**config.mk**
```make
export PLATFORM = sky130hd
export DESIGN_NAME = bcd_calendar_date_step
export DESIGN_NICKNAME = d
export VERILOG_FILES = /design/src/hw/rtl/bcds_pkg.sv /design/src/hw/rtl/bcds_decode.sv /design/src/hw/rtl/bcds_daymon.sv /design/src/hw/rtl/bcds_yearcen.sv /design/src/hw/rtl/bcd_calendar_date_step.sv
export SDC_FILE = /design/constraint.sdc
export NUM_CORES = 1
export LEC_CHECK = 0
export ABC_CLOCK_PERIOD_IN_PS = 4560
export BUFFER_PORTS_ARGS = -buffer_cell sky130_fd_sc_hd__clkbuf_2
export CAP_MARGIN = 25
export CORE_AREA = 10 10 112 214
export CTS_BUF_LIST = sky130_fd_sc_hd__clkbuf_8
export DETAILED_ROUTE_END_ITERATION = 10
export DIE_AREA = 0 0 122 224
export SLEW_MARGIN = 20
export SYNTH_ARGS = -nofsm -noshare
export SYNTH_HDL_FRONTEND = slang
export SYNTH_SLANG_ARGS = --single-unit
```
**constraint.sdc**
```tcl
create_clock -name aclk -period 4.56 [get_ports aclk]
set_input_delay 0.684 -clock aclk [delete_from_list [all_inputs] [get_ports aclk]]
set_output_delay 0.684 -clock aclk [all_outputs]
set_load 0.01 [all_outputs]
```
**src/hw/rtl/bcds_pkg.sv**
```systemverilog
// Shared types, constants and BCD helper functions for the BCD date stepper.
`default_nettype none
package bcds_pkg;

    localparam int unsigned CenW   = 8;
    localparam int unsigned YearW  = 8;
    localparam int unsigned MonW   = 5;
    localparam int unsigned DayW   = 6;
    localparam int unsigned DateW  = CenW + YearW + MonW + DayW;
    localparam int unsigned TdataW = ((DateW + 7) / 8) * 8;

    localparam logic OpNext = 1'b0;
    localparam logic OpPrev = 1'b1;

    localparam logic [MonW-1:0] MonJan = 5'h01;
    localparam logic [MonW-1:0] MonFeb = 5'h02;
    localparam logic [MonW-1:0] MonApr = 5'h04;
    localparam logic [MonW-1:0] MonJun = 5'h06;
    localparam logic [MonW-1:0] MonSep = 5'h09;
    localparam logic [MonW-1:0] MonOct = 5'h10;
    localparam logic [MonW-1:0] MonNov = 5'h11;
    localparam logic [MonW-1:0] MonDec = 5'h12;

    localparam logic [DayW-1:0] DayFirst = 6'h01;
    localparam logic [DayW-1:0] DayMax   = 6'h31;
    localparam logic [DayW-1:0] Len31    = 6'h31;
    localparam logic [DayW-1:0] Len30    = 6'h30;
    localparam logic [DayW-1:0] Len29    = 6'h29;
    localparam logic [DayW-1:0] Len28    = 6'h28;

    localparam logic [YearW-1:0] Bcd99 = 8'h99;
    localparam logic [YearW-1:0] Bcd00 = 8'h00;

    typedef struct packed {
        logic [CenW-1:0]  century;
        logic [YearW-1:0] year;
        logic [MonW-1:0]  month;
        logic [DayW-1:0]  day;
    } date_t;

    // after decode
    typedef struct packed {
        logic            op;
        date_t           date;
        logic            ok;
        logic            at_end;
        logic            first;
        logic [DayW-1:0] prev_len;
    } dec_t;

    // after day and month
    typedef struct packed {
        logic  op;
        date_t date;
        logic  ystep;
    } dm_t;

    function automatic logic digit_ok(input logic [3:0] d);
        return d <= 4'd9;
    endfunction

    // divisible by 4: (2*tens + ones) mod 4
    function automatic logic is_leap(input logic [YearW-1:0] y);
        logic [1:0] s;
        s = {y[4], 1'b0} + y[1:0];
        return s == 2'd0;
    endfunction

    function automatic logic [DayW-1:0] month_len(input logic [MonW-1:0] m,
                                                  input logic leap);
        logic [DayW-1:0] len;
        if (m == MonApr || m == MonJun || m == MonSep || m == MonNov) begin
            len = Len30;
        end else if (m == MonFeb) begin
            len = leap ? Len29 : Len28;
        end else begin
            len = Len31;
        end
        return len;
    endfunction

    function automatic logic [MonW-1:0] month_inc(input logic [MonW-1:0] m);
        logic [MonW-1:0] r;
        if (m == MonSep) begin
            r = MonOct;
        end else if (m == MonDec) begin
            r = MonJan;
        end else begin
            r = m + 5'd1;
        end
        return r;
    endfunction

    function automatic logic [MonW-1:0] month_dec(input logic [MonW-1:0] m);
        logic [MonW-1:0] r;
        if (m == MonOct) begin
            r = MonSep;
        end else if (m == MonJan) begin
            r = MonDec;
        end else begin
            r = m - 5'd1;
        end
        return r;
    endfunction

    function automatic logic [DayW-1:0] day_inc(input logic [DayW-1:0] d);
        logic [DayW-1:0] r;
        if (d[3:0] == 4'd9) begin
            r = {d[5:4] + 2'd1, 4'd0};
        end else begin
            r = d + 6'd1;
        end
        return r;
    endfunction

    function automatic logic [DayW-1:0] day_dec(input logic [DayW-1:0] d);
        logic [DayW-1:0] r;
        if (d[3:0] == 4'd0) begin
            r = {d[5:4] - 2'd1, 4'd9};
        end else begin
            r = d - 6'd1;
        end
        return r;
    endfunction

    // two-digit BCD, 99 wraps to 00
    function automatic logic [7:0] bcd_inc(input logic [7:0] v);
        logic [7:0] r;
        if (v[3:0] == 4'd9) begin
            r = {(v[7:4] == 4'd9) ? 4'd0 : v[7:4] + 4'd1, 4'd0};
        end else begin
            r = {v[7:4], v[3:0] + 4'd1};
        end
        return r;
    endfunction

    // two-digit BCD, 00 wraps to 99
    function automatic logic [7:0] bcd_dec(input logic [7:0] v);
        logic [7:0] r;
        if (v[3:0] == 4'd0) begin
            r = {(v[7:4] == 4'd0) ? 4'd9 : v[7:4] - 4'd1, 4'd9};
        end else begin
            r = {v[7:4], v[3:0] - 4'd1};
        end
        return r;
    endfunction

endpackage
`default_nettype wire

```
**src/hw/rtl/bcds_decode.sv**
```systemverilog
// Stage 1: date validity check and month-length comparisons.
`default_nettype none
module bcds_decode (
    input  wire logic           aclk,
    input  wire logic           aresetn,
    input  wire logic           in_valid,
    output logic                in_ready,
    input  wire logic           in_op,
    input  wire bcds_pkg::date_t in_date,
    output logic                out_valid,
    input  wire logic           out_ready,
    output bcds_pkg::dec_t      out_data
);
    import bcds_pkg::*;

    logic  valid_reg;
    dec_t  data_reg;
    dec_t  data_next;
    logic  leap;

    always_comb begin
        leap               = is_leap(in_date.year);
        data_next.op       = in_op;
        data_next.date     = in_date;
        data_next.ok       = digit_ok(in_date.century[3:0]) && digit_ok(in_date.century[7:4])
                          && digit_ok(in_date.year[3:0]) && digit_ok(in_date.year[7:4])
                          && digit_ok(in_date.month[3:0]) && digit_ok(in_date.day[3:0])
                          && in_date.month >= MonJan && in_date.month <= MonDec
                          && in_date.day >= DayFirst && in_date.day <= DayMax;
        data_next.at_end   = in_date.day >= month_len(in_date.month, leap);
        data_next.first    = in_date.day == DayFirst;
        data_next.prev_len = month_len(month_dec(in_date.month), leap);
    end

    assign in_ready  = ~valid_reg | out_ready;
    assign out_valid = valid_reg;
    assign out_data  = data_reg;

    always_ff @(posedge aclk) begin
        if (!aresetn) begin
            valid_reg <= 1'b0;
        end else if (in_ready) begin
            valid_reg <= in_valid;
        end
        if (in_ready && in_valid) begin
            data_reg <= data_next;
        end
    end

endmodule
`default_nettype wire

```
**src/hw/rtl/bcds_daymon.sv**
```systemverilog
// Stage 2: day and month step, flags a year carry or borrow.
`default_nettype none
module bcds_daymon (
    input  wire logic           aclk,
    input  wire logic           aresetn,
    input  wire logic           in_valid,
    output logic                in_ready,
    input  wire bcds_pkg::dec_t in_data,
    output logic                out_valid,
    input  wire logic           out_ready,
    output bcds_pkg::dm_t       out_data
);
    import bcds_pkg::*;

    logic valid_reg;
    dm_t  data_reg;
    dm_t  data_next;

    always_comb begin
        data_next.op    = in_data.op;
        data_next.date  = in_data.date;
        data_next.ystep = 1'b0;
        if (in_data.ok) begin
            if (in_data.op == OpNext) begin
                if (in_data.at_end) begin
                    data_next.date.day   = DayFirst;
                    data_next.date.month = month_inc(in_data.date.month);
                    data_next.ystep      = in_data.date.month == MonDec;
                end else begin
                    data_next.date.day = day_inc(in_data.date.day);
                end
            end else begin
                if (!in_data.first) begin
                    data_next.date.day = day_dec(in_data.date.day);
                end else begin
                    data_next.date.day   = in_data.prev_len;
                    data_next.date.month = month_dec(in_data.date.month);
                    data_next.ystep      = in_data.date.month == MonJan;
                end
            end
        end
    end

    assign in_ready  = ~valid_reg | out_ready;
    assign out_valid = valid_reg;
    assign out_data  = data_reg;

    always_ff @(posedge aclk) begin
        if (!aresetn) begin
            valid_reg <= 1'b0;
        end else if (in_ready) begin
            valid_reg <= in_valid;
        end
        if (in_ready && in_valid) begin
            data_reg <= data_next;
        end
    end

endmodule
`default_nettype wire

```
**src/hw/rtl/bcds_yearcen.sv**
```systemverilog
// Stage 3: year and century carry or borrow, output register.
`default_nettype none
module bcds_yearcen (
    input  wire logic           aclk,
    input  wire logic           aresetn,
    input  wire logic           in_valid,
    output logic                in_ready,
    input  wire bcds_pkg::dm_t  in_data,
    output logic                out_valid,
    input  wire logic           out_ready,
    output bcds_pkg::date_t     out_date
);
    import bcds_pkg::*;

    logic  valid_reg;
    date_t date_reg;
    date_t date_next;

    always_comb begin
        date_next = in_data.date;
        if (in_data.ystep) begin
            if (in_data.op == OpNext) begin
                date_next.year = bcd_inc(in_data.date.year);
                if (in_data.date.year == Bcd99) begin
                    date_next.century = bcd_inc(in_data.date.century);
                end
            end else begin
                date_next.year = bcd_dec(in_data.date.year);
                if (in_data.date.year == Bcd00) begin
                    date_next.century = bcd_dec(in_data.date.century);
                end
            end
        end
    end

    assign in_ready  = ~valid_reg | out_ready;
    assign out_valid = valid_reg;
    assign out_date  = date_reg;

    always_ff @(posedge aclk) begin
        if (!aresetn) begin
            valid_reg <= 1'b0;
        end else if (in_ready) begin
            valid_reg <= in_valid;
        end
        if (in_ready && in_valid) begin
            date_reg <= date_next;
        end
    end

endmodule
`default_nettype wire

```
**src/hw/rtl/bcd_calendar_date_step.sv**
```systemverilog
// Top level of the BCD calendar date stepper.
// Steps a packed-BCD date one day forward (tuser 0) or back (tuser 1). Dates with
// a bad BCD digit, a month outside 1..12 or a day outside 1..31 come out unchanged.
// Leap years are those whose two-digit year is a multiple of 4. The block is a
// three-stage pipeline (decode, day/month, year/century with output register):
// one item per cycle sustained while m_tready is high, each item passes the stage
// registers in order, and each stage has its own ready so bubbles close up under output stalls.
`default_nettype none
module bcd_calendar_date_step (
    input  wire logic                          aclk,
    input  wire logic                          aresetn,
    input  wire logic                          s_tvalid,
    output logic                               s_tready,
    // century[7:0], year[15:8], month[20:16], day[26:21], zero pad
    input  wire logic [bcds_pkg::TdataW-1:0]   s_tdata,
    // op[0]
    input  wire logic                          s_tuser,
    output logic                               m_tvalid,
    input  wire logic                          m_tready,
    // century[7:0], year[15:8], month[20:16], day[26:21], zero pad
    output logic [bcds_pkg::TdataW-1:0]        m_tdata
);
    import bcds_pkg::*;

    date_t in_date;
    date_t out_date;
    dec_t  dec_data;
    dm_t   dm_data;
    logic  dec_valid;
    logic  dec_ready;
    logic  dm_valid;
    logic  dm_ready;

    assign in_date.century = s_tdata[CenW-1:0];
    assign in_date.year    = s_tdata[CenW+YearW-1:CenW];
    assign in_date.month   = s_tdata[CenW+YearW+MonW-1:CenW+YearW];
    assign in_date.day     = s_tdata[DateW-1:CenW+YearW+MonW];
    assign m_tdata = {{(TdataW - DateW){1'b0}}, out_date.day, out_date.month,
                      out_date.year, out_date.century};

    bcds_decode u_decode (
        .aclk      (aclk),
        .aresetn   (aresetn),
        .in_valid  (s_tvalid),
        .in_ready  (s_tready),
        .in_op     (s_tuser),
        .in_date   (in_date),
        .out_valid (dec_valid),
        .out_ready (dec_ready),
        .out_data  (dec_data)
    );

    bcds_daymon u_daymon (
        .aclk      (aclk),
        .aresetn   (aresetn),
        .in_valid  (dec_valid),
        .in_ready  (dec_ready),
        .in_data   (dec_data),
        .out_valid (dm_valid),
        .out_ready (dm_ready),
        .out_data  (dm_data)
    );

    bcds_yearcen u_yearcen (
        .aclk      (aclk),
        .aresetn   (aresetn),
        .in_valid  (dm_valid),
        .in_ready  (dm_ready),
        .in_data   (dm_data),
        .out_valid (m_tvalid),
        .out_ready (m_tready),
        .out_date  (out_date)
    );

endmodule
`default_nettype wire

```
* After elaboration in Yosys (flattened, before gate mapping)
Index checks and enable logic that the tools add are counted.
** Storage, ports and cells
- Input port bits :: 37
- Output and inout bits :: 34
- Register bits :: 96
- Logic and storage cells :: 138
** Operators by class
- Reductions and logical operators :: 26
- Muxes and demuxes :: 32
- Eq/ne operators :: 23
- Bitwise logic cells :: 7
- Magnitude comparators :: 11
- Add/subtract/negate cells :: 16
** Operators with widths (count)
- two-way mux 8 bit :: 6
- two-way mux 5 bit :: 8
- two-way mux 6 bit :: 6
- two-way mux 16 bit :: 2
- equality test 5 bit, second input constant :: 5
- less-or-equal comparator 4 bit, second input constant :: 6
- two-way mux 12 bit :: 2
- equality test 4 bit, second input constant :: 5
- equality test 5 x 3 -> 1 bit, second input constant :: 4
- logical NOT 4 bit :: 5
- adder 4 x 1 -> 4 bit, second input constant :: 4
- two-way mux 4 bit :: 4
- subtractor 4 x 1 -> 4 bit, second input constant :: 4
- equality test 5 x 4 -> 1 bit, second input constant :: 3
- logical AND 1 bit :: 12
- equality test 5 x 1 -> 1 bit, second input constant :: 2
- equality test 5 x 2 -> 1 bit, second input constant :: 2
- subtractor 5 x 1 -> 5 bit, second input constant :: 2
- equality test 8 bit, second input constant :: 1
- logical NOT 8 bit :: 1
- adder 6 x 1 -> 6 bit, second input constant :: 1
- equality test 6 x 1 -> 1 bit, second input constant :: 1
- >= comparator 6 x 1 -> 1 bit, second input constant :: 1
- >= comparator 6 bit :: 1
- other kinds (14) :: 27

* Logic depth before layout (Yosys ltp)
- Depth in word-level cells :: 10
- Mapped depth :: 10
- Gate-level depth less buffers :: 10

* Hierarchy
Synthesis repeated with hierarchy kept, for this count alone.
** Second synthesis, totals
- Cells, all modules :: 469
- Area, all modules :: 5236.3 um^2
** By module, submodules not included
- bcds_daymon :: seq. area each 890.9 um^2, cells an instance 173, times used 1, area an instance 1829.3 um^2
- bcds_yearcen :: seq. area each 830.8 um^2, cells an instance 166, times used 1, area an instance 1701.6 um^2
- bcds_decode :: seq. area each 1041.0 um^2, cells an instance 124, times used 1, area an instance 1664.1 um^2
- bcd_calendar_date_step :: seq. area each 0.0 um^2, cells an instance 6, times used 1, area an instance 41.3 um^2

* Worst setup path before layout
OpenSTA, ideal clock, no wires.
- Path kind :: input port to flip-flop
- From :: input port m_tready
- To :: register u_daymon.data_reg (netlist bit u_daymon.out_data[0]) (enable)
- Stages on the path :: 2
- Buffers on the path :: 0
- Data required time :: 4.100 ns
- Arrival :: 2.934 ns
- Library setup time :: 0.460 ns
- Path slack :: 1.167 ns
- Cell sequence :: nor2b_1 -> a21boi_0
** Between the ends
- Word-level cells in the longest chain between the ends :: 3
** Ends and longest elaborated chain
- start: declaration :: line bcd_calendar_date_step.sv:19 : input wire logic m_tready,
- OR 1 bit :: line bcds_yearcen.sv:36 : assign in_ready = ~valid_reg | out_ready;
- OR 1 bit :: line bcds_daymon.sv:44 : assign in_ready = ~valid_reg | out_ready;
- logical AND 1 bit :: line bcds_daymon.sv:54 : if (in_ready && in_valid) begin
- end signal: assignment :: line bcds_daymon.sv:55 : data_reg <= data_next;
- end: declaration :: line bcds_daymon.sv:16 : dm_t data_reg;
Every way passes these cells.
A chain may end at the register's enable or synchronous reset.

==> out/summary.txt <==
YS warnings: 0
Global Route Usage Sum: 0.08330
post-DP HPWL: 8.633 mm
total design power: 1830 uW
n_diodes: 0
CTS Sinks: 93
Leakage: 0.002104 uW
TritonCTS buffer count: 9
Hold Crit Class: reg -> reg
Max-Cap Viols: 0
initial antenna violation count: 0
number of vias per cell: 4.533
layout cells sized above 1: 0.1881
gr ovfl total: 0
PD cells: 316.6 nW/um^2
via count: 3495
core area: 20460 um^2
Post-CTS Repair Setup Buffers: 0
nets@finish: 551
Slew @ Worst Pin: 0.7285 ns
WS Path Type: in -> reg
DRC Markers: 0
H-tree Lvls: 3
WL final: 11.11 mm
Die Ht: 224 um
first-pass GRT wire length: 18.17 mm
Setup TNS Final: 0 ns
DIE AREA: 27330 um^2
Placer Congestion: 0.8537
fillers: 2141
Layout area overhead: 15.59%
die width: 122 um
run status: completed
average routed wire per standard cell: 14.41 um
post-synthesis sequential area ratio: 0.5524
Cell variety after synth: 64
post-route minimum period: 2.996 ns
Synth Register Bits: 93
post-CTS sizing: 0
IO Port Bufs: 60
CTS root buf: clkbuf_8
Ports: 71
startpoint types: primary input
predominant post-synthesis flop cell: edfxtp_1
Required @ worst endpoint: 4.69 ns
post-route ant nets: 0
clock-pin slew on the worst setup and hold paths: 0.09 ns
vias in the first global route: 3481
Syn Area/Cell: 11.04 um^2
endpoint class of the critical path: register
Area after DPL: 5542 um^2
area occupied by multi-input gates: 2029 um^2
relative slew slack: 0.5143
Post-synth EDFFs: 90
crit path DAT: 3.12 ns
Register Area: 2763 um^2
fmax: 0.3338 GHz
worst-path fanout max: 7
Rows: 74
Post-Syn Instances: 453
initial core utilization: 0.2444
Hold-fix buffers, CTS: 0
CTS tree: yes
worst clock skew: 0.01295 ns
final core utilization: 0.2825
clk buf depth: 2
Pre-antenna DRT Iters: 5
Cell Area, Synth: 5001 um^2
final hold vios: 0
pin count of the biggest net entering global routing: 35
Final period util: 0.6570
Clock Latency Late Sink: 0.38 ns
final setup fails: 0
RSZ-0062 raised after global routing: no
ys async rst share: 0
post-route design area: 5781 um^2
Worst VDD drop: 0.1128 mV
Starting DRT DRC Count: 146
Slew Limit Fails: 0
-- layout by cell type (no fill, tap or decap), types with 6 or more instances in the layout --
cell type and instances:
nor3_1 11, a31oi_1 7, ha_1 14, a21oi_1 19, clkbuf_8 9, nor4_1 11, clkbuf_2 60, o21ai_0 37
nand2b_1 8, inv_1 27, mux2i_1 6, edfxtp_1 90, xnor2_1 11, nand3_1 10, nand2_1 30, nor2b_1 11
or2_2 6, nor2_1 18
-- synthesized netlist by cell type, types with 4 or more instances --
| master | n | area [um^2] |
|---|---|---|
| nand3_1 | 10 | 50.05 |
| o41ai_1 | 4 | 35.03 |
| ha_1 | 14 | 175.2 |
| a21boi_0 | 6 | 45.04 |
| a31oi_1 | 8 | 50.05 |
| a21o_1 | 4 | 30.03 |
| nor2b_1 | 12 | 75.07 |
| nor3_1 | 11 | 55.05 |
| or2_2 | 6 | 37.54 |
| nand4_1 | 4 | 25.02 |
| xnor2_1 | 11 | 96.34 |
| inv_1 | 27 | 101.4 |
| o21ai_0 | 37 | 185.2 |
| a21oi_1 | 19 | 95.09 |
| clkbuf_1 | 24 | 90.09 |
| nand2_1 | 30 | 112.6 |
| xor2_1 | 5 | 43.79 |
| nand2b_1 | 8 | 50.05 |
| edfxtp_1 | 90 | 2703 |
| mux2i_1 | 6 | 60.06 |
| nor2_1 | 18 | 67.56 |
| nor3b_1 | 4 | 30.03 |
| nor4_1 | 11 | 68.82 |
| a22oi_1 | 4 | 30.03 |
| buf_4 | 5 | 37.54 |
| and3_1 | 4 | 25.02 |
-- area by class of cell --
cell class,instances,share of cell area
clock buffers,9,0.02143
clock inverters,7,0.01515
inverters,27,0.01753
multi-input cells,306,0.3511
flip-flops and latches,93,0.4779
well taps,266,0.05758
repair buffers,63,0.05931
-- per-stage QoR --
stage | hold WS, ns | worst slack, ns | cells
after detailed placement | 0.4045 | 1.153 | 754
after CTS | 0.4259 | 1.573 | 770
final | 0.4254 | 1.564 | 771
after global routing | 0.4344 | 1.395 | 771
after global placement | 0.4007 | 1.167 | 754
after floorplan | 0.4003 | 1.167 | 457
-- metal layers --
layer | track usage | wire, um | share of wire | up-vias
met5 | 0 | 0 | 0 | -
met4 | 0.04484 | 276 | 0.025 | 0
met3 | 0.02041 | 438 | 0.039 | 16
met2 | 0.1486 | 6006 | 0.54 | 70
met1 | 0.08616 | 4392 | 0.40 | 1619
li1 | - | - | - | 1790
-- cell families (layout without fill, tap and decap cells) --
kind of cell / count (synthesis) / in the layout / share of synthesized area
xor gates and xnor gates: 16 / 16 / 0.02802
other: 1 / 5 / 0.0007498
and+or+nand+nor: 142 / 142 / 0.1594
adders and majority gates: 14 / 14 / 0.03503
buffers and inverters: 58 / 106 / 0.04904
muxes: 6 / 6 / 0.01201
AOI/OAI and AO/OA: 123 / 123 / 0.1634
DFF: 93 / 93 / 0.5524
-- critical path, cell delays in order --
cell and delay (ns):
clkbuf_2 0.14, inv_1 0.15, ha_1 0.21, nor4b_1 0.47, a221oi_1 0.18, ha_1 0.30, or4b_2 0.60, a21o_1 0.20
a21oi_1 0.14, nor2b_1 0.06
-- registers in the layout, summed over array words and instances, names as in the netlist --
| name | flops |
|---|---|
| u_daymon.out_valid | 1 |
| u_yearcen.out_valid | 1 |
| u_daymon.out_data | 29 |
| u_decode.out_data | 34 |
| u_yearcen.out_date | 27 |
| u_decode.out_valid | 1 |
-- final timing paths --
| check | slack [ns] | to | cells past startpoint | start |
|---|---|---|---|---|
| worst min register to register | 0.43 | u_daymon.out_data[21]$_DFFE_PP_ | 0 | u_decode.out_data[29]$_DFFE_PP_ |
| worst max register to register | 1.76 | u_yearcen.out_date[24]$_DFFE_PP_ | 5 | u_daymon.out_data[12]$_DFFE_PP_ |
| worst min-delay path | 0.43 | u_daymon.out_data[21]$_DFFE_PP_ | 0 | u_decode.out_data[29]$_DFFE_PP_ |
| worst max-delay path | 1.56 | u_decode.out_data[7]$_DFFE_PP_ | 10 | s_tdata[16] |
-- power breakdown --
| part | internal, uW | switching [uW] | total (uW) |
|---|---|---|---|
| Combinational | 89.3 | 110 | 200 |
| Sequential | 996 | 55.3 | 1050 |
| Clock | 267 | 312 | 579 |
| Total | 1350 | 478 | 1830 |
Power figures use the tool's default switching activity.
